## src/sv/stbs_pkg.sv

```systemverilog
`default_nettype none

package stbs_pkg;

  // Default sizes handed to the top level parameters.
  localparam int unsigned DefTableDepth = 1024;
  localparam int unsigned DefKeyWidth   = 32;

  // Field widths of the request and result items.
  localparam int unsigned LenW      = 11;
  localparam int unsigned IdxFieldW = 10;
  localparam int unsigned KeyFieldW = 32;
  localparam int unsigned PosW      = 10;

  // Configuration port widths.
  localparam int unsigned CfgIdxW  = 1;
  localparam int unsigned CfgDataW = 11;

  // Request commands.
  localparam logic CMD_WRITE  = 1'b0;
  localparam logic CMD_SEARCH = 1'b1;

  // Search variants.
  localparam logic VARIANT_FORGETFUL   = 1'b0;
  localparam logic VARIANT_RECOGNIZING = 1'b1;

  // Configuration register indexes.
  localparam logic [CfgIdxW-1:0] CFG_LIST_LENGTH    = 1'b0;
  localparam logic [CfgIdxW-1:0] CFG_SEARCH_VARIANT = 1'b1;

  typedef struct packed {
    logic                 cmd;
    logic [IdxFieldW-1:0] entry_index;
    logic [KeyFieldW-1:0] key_value;
  } in_item_t;

  typedef struct packed {
    logic            found;
    logic [PosW-1:0] position;
  } out_item_t;

  typedef enum logic [1:0] {
    ST_IDLE,
    ST_STEP,
    ST_FINAL,
    ST_DONE
  } ctrl_state_e;

  // Commands from the controller to the datapath.
  typedef struct packed {
    logic wr_en;
    logic start;
    logic step;
    logic final_chk;
    logic ld_out;
  } dp_cmd_t;

  // Status from the datapath to the controller.
  typedef struct packed {
    logic empty;
    logic start_loop;
    logic step_more;
    logic step_final;
  } dp_status_t;

  // Midpoint of the range [lo, hi): (lo + hi - 1) / 2.
  function automatic logic [LenW-1:0] mid_of(input logic [LenW-1:0] lo,
                                             input logic [LenW-1:0] hi);
    logic [LenW:0] sum;
    sum = {1'b0, lo} + {1'b0, hi} - (LenW + 1)'(1);
    return sum[LenW:1];
  endfunction

endpackage

`default_nettype wire

```

## src/sv/stbs_ctrl.sv

```systemverilog
`default_nettype none

module stbs_ctrl import stbs_pkg::*; (
  input  logic       clk_i,
  input  logic       rst_ni,
  input  logic       in_valid_i,
  input  logic       in_cmd_i,
  output logic       in_ready_o,
  input  logic       out_ready_i,
  output logic       out_valid_o,
  input  dp_status_t status_i,
  output dp_cmd_t    cmd_o
);

  ctrl_state_e state_q, state_d;
  logic        out_valid_q, out_valid_d;

  // State and output valid registers.
  always_ff @(posedge clk_i or negedge rst_ni) begin
    if (!rst_ni) begin
      state_q     <= ST_IDLE;
      out_valid_q <= 1'b0;
    end else begin
      state_q     <= state_d;
      out_valid_q <= out_valid_d;
    end
  end

  // Next state and datapath commands.
  always_comb begin
    state_d    = state_q;
    cmd_o      = '0;
    in_ready_o = 1'b0;
    unique case (state_q)
      ST_IDLE: begin
        in_ready_o = 1'b1;
        if (in_valid_i) begin
          if (in_cmd_i == CMD_WRITE) begin
            cmd_o.wr_en = 1'b1;
          end else begin
            cmd_o.start = 1'b1;
            priority if (status_i.empty) begin
              state_d = ST_DONE;
            end else if (status_i.start_loop) begin
              state_d = ST_STEP;
            end else begin
              state_d = ST_FINAL;
            end
          end
        end
      end
      ST_STEP: begin
        cmd_o.step = 1'b1;
        priority if (status_i.step_more) begin
          state_d = ST_STEP;
        end else if (status_i.step_final) begin
          state_d = ST_FINAL;
        end else begin
          state_d = ST_DONE;
        end
      end
      ST_FINAL: begin
        cmd_o.final_chk = 1'b1;
        state_d         = ST_DONE;
      end
      ST_DONE: begin
        // Wait until the output register is free.
        if (!out_valid_q || out_ready_i) begin
          cmd_o.ld_out = 1'b1;
          state_d      = ST_IDLE;
        end
      end
    endcase
  end

  // The output register is full after a load and empties when taken.
  assign out_valid_d = cmd_o.ld_out | (out_valid_q & ~out_ready_i);
  assign out_valid_o = out_valid_q;

endmodule

`default_nettype wire

```

## config.mk

```make
export PLATFORM = sky130hd
export DESIGN_NAME = stbs_ctrl
export DESIGN_NICKNAME = d
export VERILOG_FILES = /design/src/sv/stbs_pkg.sv /design/src/sv/stbs_ctrl.sv
export SDC_FILE = /design/constraint.sdc
export NUM_CORES = 1
export LEC_CHECK = 0
export ABC_AREA = 1
export BUFFER_PORTS_ARGS = -buffer_cell sky130_fd_sc_hd__buf_4
export CAP_MARGIN = 10
export CELL_PAD_IN_SITES_DETAIL_PLACEMENT = 0
export CELL_PAD_IN_SITES_GLOBAL_PLACEMENT = 1
export CORE_AREA = 2 2 39 41
export DETAILED_ROUTE_END_ITERATION = 10
export DIE_AREA = 0 0 41 43
export GPL_ROUTABILITY_DRIVEN = 0
export PLACE_DENSITY = 0.59
export REMOVE_ABC_BUFFERS = 1
export SLEW_MARGIN = 10
export SYNTH_ARGS = -nofsm -noshare
export SYNTH_HDL_FRONTEND = slang
export SYNTH_SLANG_ARGS = --single-unit
export TNS_END_PERCENT = 10
```

## constraint.sdc

```tcl
create_clock -name clk_i -period 1.1 [get_ports clk_i]
set_input_delay 0.22 -clock clk_i [delete_from_list [all_inputs] [get_ports clk_i]]
set_output_delay 0.22 -clock clk_i [all_outputs]
set_load 0.02 [all_outputs]
```

; ---- After elaboration in Yosys (flattened, before gate mapping)
; Cells that the tools add are included.
[op_classes]
bitwise_logic = 3
addsub = 0
eq_ne = 6
n_div = 0
muxes = 17
mul = 0
magnitude_cmp = 0
n_shift = 0
reduce_logical = 4
[op_table]
columns = cell, n
row1 = 2-bit 2-to-1 mux, 8
row2 = 1-bit 2-to-1 mux, 8
row3 = 2-bit one-hot mux with 4 select lines, 1
row4 = 2-bit != test (second input constant), 3
row5 = 2-bit equality test (second input constant), 2
row6 = 3-bit AND reduction, 1
row7 = 2-bit by 1-bit equality test with 1-bit output (second input constant), 1
row8 = 2-bit zero test, 1
row9 = 1-bit AND, 1
row10 = 1-bit zero test, 1
row11 = 1-bit logical OR, 1
row12 = 1-bit NOT, 1
row13 = 1-bit bitwise OR, 1
[word_totals]
mem_bits_ro = 0
ramBits = 0
memories = 0
latchBits = 0
regBits = 3

; ---- Longest topological paths before layout
; Gate-level depths: netlist of run 1.
[depth]
depth_word = 5
depth_mapped = 5

; ---- Worst setup path after synthesis of run 1
; No wires, ideal clock.
[synth_path]
kind = register to output
startpoint = reg state_q[0]
endpoint = out cmd_o[4] (netlist bit)
required_ps = 880
setup_slack_ps = -170
n_path_buf = 1
t_arrival_ps = 1050
stages_incl_launch_ff = 5
cell_sequence = dfrtp_1 -> buf_6 -> nor2_4 -> nand2_1 -> nor2_1
[synth_lines]
columns = element, line
row1 = from (decl), stbs_ctrl.sv:15  ; ctrl_state_e state_q, state_d;
row2 = from (signal assigned), stbs_ctrl.sv:24  ; state_q <= state_d;
row3 = to (decl), stbs_ctrl.sv:12  ; output dp_cmd_t cmd_o

==> results.yml, run 1 <==
pwr:
  p_switching_w: 0.000514
  power.share.clock_pct: 15.4
  seqPwrFrac_pct: 21.1
  vdd_ir_drop_max_v: 0.000867
  p_leak_nw: 0.238
  cellPowerDensity_mw_per_mm2: 2880
  swShare_pct: 41.1
  internal-power_w: 0.000738
  p_comb_share_pct: 63.4
clock_network:
  cts_tree: "built"
  cts_root_buffer: "clkbuf_4"
  clk_latency_ps: 230
  clock_path_buffers: 2
  htreeDepth: 1
  clock_sinks: 3
  clkTransAtPathRegs_ps: 40
  cts_buffers: 3
synth:
  ys_ff_latch: 3
  synthDistinctLibCells: 12
  ys_seq_area_share_pct: 35.7
  ys_warn_count: 0
  synth_area_per_cell_um2: 6.78
  netlist_instances: 31
  synth_area_um2: 210
placed_design:
  port_buffers: 15
  dp_hpwl_um: 430
  place_inst: 64
  placed_area_um2: 354
drt:
  ant_nets: 0
  vias: 284
  vias_per_cell: 3.84
  drt_iter0_markers: 2
  routed_wl_um: 579
  wire_per_inst_um: 7.82
  dr.pass1.iters: 2
  drc: 0
timing:
  finalMaxSlewViolations: 0
  hold_viol: 0
  rsz0062_at_grt: "true"
  maxSlewHeadroom_pct: 89.3
  max_freq_ghz: 0.785
  fin_crit_sh_pct: 116
  layout_setup_ws_ps: -174
  fin_tns_setup_ps: -1010
  finalSetupViolCount: 8
  fin_crit_ps: 1270
  worst_pin_slew_ps: 160
  fin_skew_ps: 0.424
outcome:
  failed_checks: "setup timing"
  status: "complete, but fails checks"
cells_and_area:
  area_delta_synth_final_pct: 107
  final_cells: 74
  final_common_cell: "buf_4"
  final_design_area_no_fill_um2: 434
  drive_gt1_share_pct: 51.7
  nets: 68
  mostFrequentLayoutCells: "22 x buf_4, 7 x nand2_1, 6 x nor2_1, 4 x inv_1"
  fill_cells: 162
  diodes: 0
  final_core_util_pct: 31.4
global_route:
  antenna_found_initial: 0
  grt_use_total_pct: 7.65
  grt_max_degree: 7
  grt_pass1_wl_um: 897
  grt_overflow: 0
  grt_pass1_vias: 234
flow_run:
  maxCapViolCount: 0
die:
  rows: 14
  dieWidth_um: 41
  core_region_area_mm2: 0.00138
  initial_utilization_pct: 15.2
  dieHeight_um: 43
  die_area_mm2: 0.00176
  io_pins: 16
critical_path:
  crit_type: "register to output pin"
  cp_max_fo: 6
  crit_arrival_ps: 1050
  worstPathRequired_ps: 880
  worstSetupStartpointType: "register"
  crit_path_end_kind: "output pin"
worst_hold_path:
  hp-class: "input port to register"
[synth_stat cells]
cell      n  area share, %
nand2_1   7             13
nor2_1    6             11
inv_1     4            7.1
dfrtp_1   3             36
nand3_1   3            7.1
o21ai_0   2            4.8
buf_6     1            5.4
nand2_2   1            3.0
nand3b_1  1            3.6
nor2_4    1            5.4
nor3_1    1            2.4
o21ai_1   1            2.4
[timing repair]
item                                   in CTS  in global routing
resized for setup                           3                  0
endpoints found under the hold margin       3                  0
setup endpoints to repair                   6                  8
cloned                                      0                  0
pin swaps                                   3                  1
buffers inserted                            5                  0
hold buffers                                1                  0
[worst max-delay path, stage by stage (launching register included)]
cell     delay, ps
dfrtp_2        450
nor3_1         200
buf_4          170
[registers in the layout, summed over array words and instances (netlist names)]
name,flops
state_q,2
out_valid_o,1
[stage by stage]
| step | hold WS, ps | setup WS (ps) | total power, W |
|---|---|---|---|
| 2_1_floorplan | -75.6 | -160 | 0.000587 |
| 6_report | 197 | -174 | 0.00125 |
| 4_1_cts | 193 | -181 | 0.00127 |
| 5_1_grt | 209 | -265 | 0.00136 |
| 3_5_place_dp | 11.4 | -2.23 | 0.000907 |
| 3_3_place_gp | 11.9 | 19.8 | 0.000904 |
[logic make-up after synthesis]
kind of cell,after synthesis,synth area share [%]
compound gates,3,7.14
simple gates,20,44.6
buf+inv,5,12.5
flops,3,35.7
[cell type report]
| type | instances | area [um2] | share of cell area [%] |
|---|---|---|---|
| Inverter | 4 | 15.0 | 3.46 |
| Clock buffer | 4 | 26.3 | 6.05 |
| Sequential cell | 3 | 77.6 | 17.9 |
| Timing Repair Buffer | 24 | 186 | 42.9 |
| Multi-Input combinational cell | 23 | 109 | 25.1 |
| Tap cell | 16 | 20.0 | 4.61 |
[layer usage]
metal / vias to the layer above / part of all wire (%) / global-route usage (%)
met4: 0 / 0 / 2.00
met1: 124 / 50 / 10.0
met5: - / 0 / 0
li1: 150 / - / -
met3: 0 / 7.1 / 4.71
met2: 10 / 43 / 10.3
[worst paths after layout]
check / slack [ps] / cells after the start / to / start
setup / recovery: -170 / 2 / cmd_o[3] / state_q[0]$_DFFE_PN0P_
hold / removal: 200 / 2 / out_valid_o$_DFF_PN0_ / out_ready_i
setup reg to reg: -60 / 7 / state_q[1]$_DFFE_PN0P_ / state_q[1]$_DFFE_PN0P_
hold reg to reg: 550 / 2 / out_valid_o$_DFF_PN0_ / out_valid_o$_DFF_PN0_
max in group asynchronous: 680 / 2 / state_q[1]$_DFFE_PN0P_ / rst_ni
min in group asynchronous: 320 / 2 / out_valid_o$_DFF_PN0_ / rst_ni
[power by group through the flow]
stage,sequential (W),combinational [W],clock [W]
after floorplan,0.000275,0.000312,0
after global placement,0.000259,0.000645,0
after detailed placement,0.000270,0.000637,0
after CTS,0.000263,0.000801,0.000205
after global routing,0.000271,0.000869,0.000219
final,0.000265,0.000794,0.000193
Note: power is estimated with default switching activity, not from simulation.
==> run 2, diff against run 1 <==
--- a/config.mk
+++ b/config.mk
@@ -5,7 +5,6 @@
 export SDC_FILE = /design/constraint.sdc
 export NUM_CORES = 1
 export LEC_CHECK = 0
-export ABC_AREA = 1
 export BUFFER_PORTS_ARGS = -buffer_cell sky130_fd_sc_hd__buf_4
 export CAP_MARGIN = 10
 export CELL_PAD_IN_SITES_DETAIL_PLACEMENT = 0
@@ -14,7 +13,8 @@
 export DETAILED_ROUTE_END_ITERATION = 10
 export DIE_AREA = 0 0 41 43
 export GPL_ROUTABILITY_DRIVEN = 0
-export PLACE_DENSITY = 0.59
+export HOLD_SLACK_MARGIN = 0.12
+export PLACE_DENSITY = 0.55
 export REMOVE_ABC_BUFFERS = 1
 export SLEW_MARGIN = 10
 export SYNTH_ARGS = -nofsm -noshare
==> run 2 against run 1 <==
Compared with the run above: the run still ends with setup timing left; non-clock buffer count is 5 lower; sequential cell count stayed put; total power is 13% lower; highest routed layer unchanged.
==> results.yml, run 2 <==
drt:
  drc: 0
  drt_iter0_markers: 1
  dr.pass1.iters: 2
  vias_per_cell: 4.02
  routed_wl_um: 650
  vias: 241
  wire_per_inst_um: 10.8
  ant_nets: 0
pwr:
  cellPowerDensity_mw_per_mm2: 2740
  p_leak_nw: 0.194
  vdd_ir_drop_max_v: 0.00118
cells_and_area:
  final_common_cell: "buf_4"
  fill_cells: 156
  mostFrequentLayoutCells: "17 x buf_4, 3 x inv_1, 3 x clkbuf_4"
  regMostFlops: "state_q"
  diodes: 0
  largest_register_ffs: 2
  drive_gt1_share_pct: 63.6
  area_delta_synth_final_pct: 106
  nets: 54
clock_network:
  clock_path_buffers: 2
  clk_latency_ps: 230
  clkTransAtPathRegs_ps: 40
  htreeDepth: 1
  cts_tree: "built"
  cts_buffers: 3
  clock_sinks: 3
  cts_root_buffer: "clkbuf_4"
critical_path:
  worstSetupStartpointType: "register"
  max_stage_delay_ps: 440
  reg2reg_slack_ps: 100
  r2r.worst_path.cells: 4
  crit_type: "register to output pin"
  path_cells: "nor4b_2 -> buf_4"
  r2r-end: "state_q[0]$_DFFE_PN0P_"
  worstPathRequired_ps: 880
  crit_arrival_ps: 1100
  crit_path_end_kind: "output pin"
  timing.rr.start: "state_q[1]$_DFFE_PN0P_"
  critPathSlowestCell: "dfrtp_2"
  cp_max_fo: 6
outcome:
  failed_checks: "setup timing"
  status: "complete, but fails checks"
global_route:
  grt_overflow: 0
  grt_max_degree: 7
  grt_pass1_vias: 252
  grt_pass1_wl_um: 910
  grt_use_total_pct: 8.53
  antenna_found_initial: 0
die:
  die_area_mm2: 0.00176
  initial_utilization_pct: 14.0
  dieHeight_um: 43
  io_pins: 16
  dieWidth_um: 41
  core_region_area_mm2: 0.00138
  rows: 14
timing:
  fin_crit_ps: 1320
  hold_viol: 0
  worst_pin_slew_ps: 215
  rsz0062_at_grt: "true"
  max_freq_ghz: 0.760
  layout_setup_ws_ps: -216
  fin_tns_setup_ps: -1130
  fin_skew_ps: 4.85
  maxSlewHeadroom_pct: 85.6
  finalMaxSlewViolations: 0
  fin_crit_sh_pct: 120
  finalSetupViolCount: 6
worst_hold_path:
  min_to: "out_valid_o$_DFF_PN0_"
  holdCritStartpoint: "out_ready_i"
  min_path_cells: 2
  hp-class: "input port to register"
synth:
  synth_common_cells: "3 x dfrtp_1, 3 x inv_1, 3 x nor2b_1, 2 x nand2_1, 2 x o211ai_1"
  synthTopCellsByArea: "dfrtp_1 39%, nor2b_1 9.7%, a221oi_2 7.7%, o211ai_1 7.7%, a211oi_2 6.5%"
  netlist_instances: 21
  synth_top_area_cell: "dfrtp_1"
  synth_edf_count: 0
  synth_top_area_share_pct: 38.7
  synthDistinctLibCells: 13
  ys_warn_count: 0
  synth_area_per_cell_um2: 9.24
  ys_seq_area_share_pct: 38.7
  synthFlopType: "dfrtp_1"
  ys_ff_latch: 3
  synth_area_um2: 194
  synthArstFlopShare_pct: 100
flow_run:
  maxCapViolCount: 0
placed_design:
  dp_worst_setup_slack_ps: -61.1
  port_buffers: 15
run 2: cell types whose count changed after synthesis, sizes merged, moves of 2 or more:
cell / before / now
nor2b: 0 / 3
nand2: 8 / 2
o211ai: 0 / 2
o21ai: 3 / 1
nor2: 7 / 2
nand3: 3 / 0
run 2: worst max path at each step:
stage / slack [ps] / endpoint / depth (start not counted) / start
2_1_floorplan: -330 / cmd_o[4] / 1 / state_q[0]$_DFFE_PN0P_
3_3_place_gp: -20 / cmd_o[4] / 2 / state_q[0]$_DFFE_PN0P_
3_5_place_dp: -60 / cmd_o[4] / 2 / state_q[0]$_DFFE_PN0P_
4_1_cts: -230 / cmd_o[4] / 2 / state_q[1]$_DFFE_PN0P_
5_1_grt: -270 / cmd_o[4] / 2 / state_q[1]$_DFFE_PN0P_
6_report: -220 / cmd_o[4] / 2 / state_q[1]$_DFFE_PN0P_
run 2: power breakdown:
part,switching [W],internal (W)
clock network,0.0000580,0.000136
registers,0.0000829,0.000174
logic,0.000318,0.000324
run 2: layout make-up:
type                    instances  area, um2  share of cell area [%]
inverters                       3       11.3                    2.82
well taps                      16       20.0                    5.02
flip-flops and latches          3       76.3                    19.1
multi-input cells              15        116                    29.2
clock buffers                   4       26.3                    6.58
repair buffers                 19        149                    37.3
run 2: kinds of logic after synthesis:
kind of cell	share of synthesized area, %
AOI/OAI and AO/OA	29.0
buffers and inverters	5.81
DFF	38.7
and+or+nand+nor	26.5
run 2: per-stage QoR:
step / util (%) / instances / power, W / area [um2] / hold WS [ps]
CTS: 28.6 / 60 / 0.00109 / 395 / 147
floorplan: - / 21 / 0.000556 / 194 / -75.6
finish: 28.8 / 60 / 0.00109 / 399 / 157
global placement: 24.7 / 54 / 0.000824 / 342 / 11.8
detailed placement: 24.7 / 54 / 0.000837 / 342 / 13.2
global route: 28.8 / 60 / 0.00118 / 399 / 167
run 2: per-layer routing:
layer  GRT usage [%]  up-vias  part of all wire (%)  wire, um
li1                -      120                     -         -
met1            9.00      105                    38       244
met2            12.2       16                    49       316
met3            4.71        0                    14        90
met4            6.00        0                     0         0
met5               0        -                     0         0
run 2: repair_timing:
action / in CTS / in global routing
endpoints found under the setup margin: 6 / 6
hold endpoints to repair: 3 / 0
resized for setup: 2 / 2
buffers inserted: 1 / 0
hold buffers: 1 / 0
pin swaps: 1 / 0
run 2: worst max-delay path, delay by kind of cell, from the launching register on:
family        cells  cell delay (ps)
buf+inv           1              180
flops             1              440
simple gates      1              250
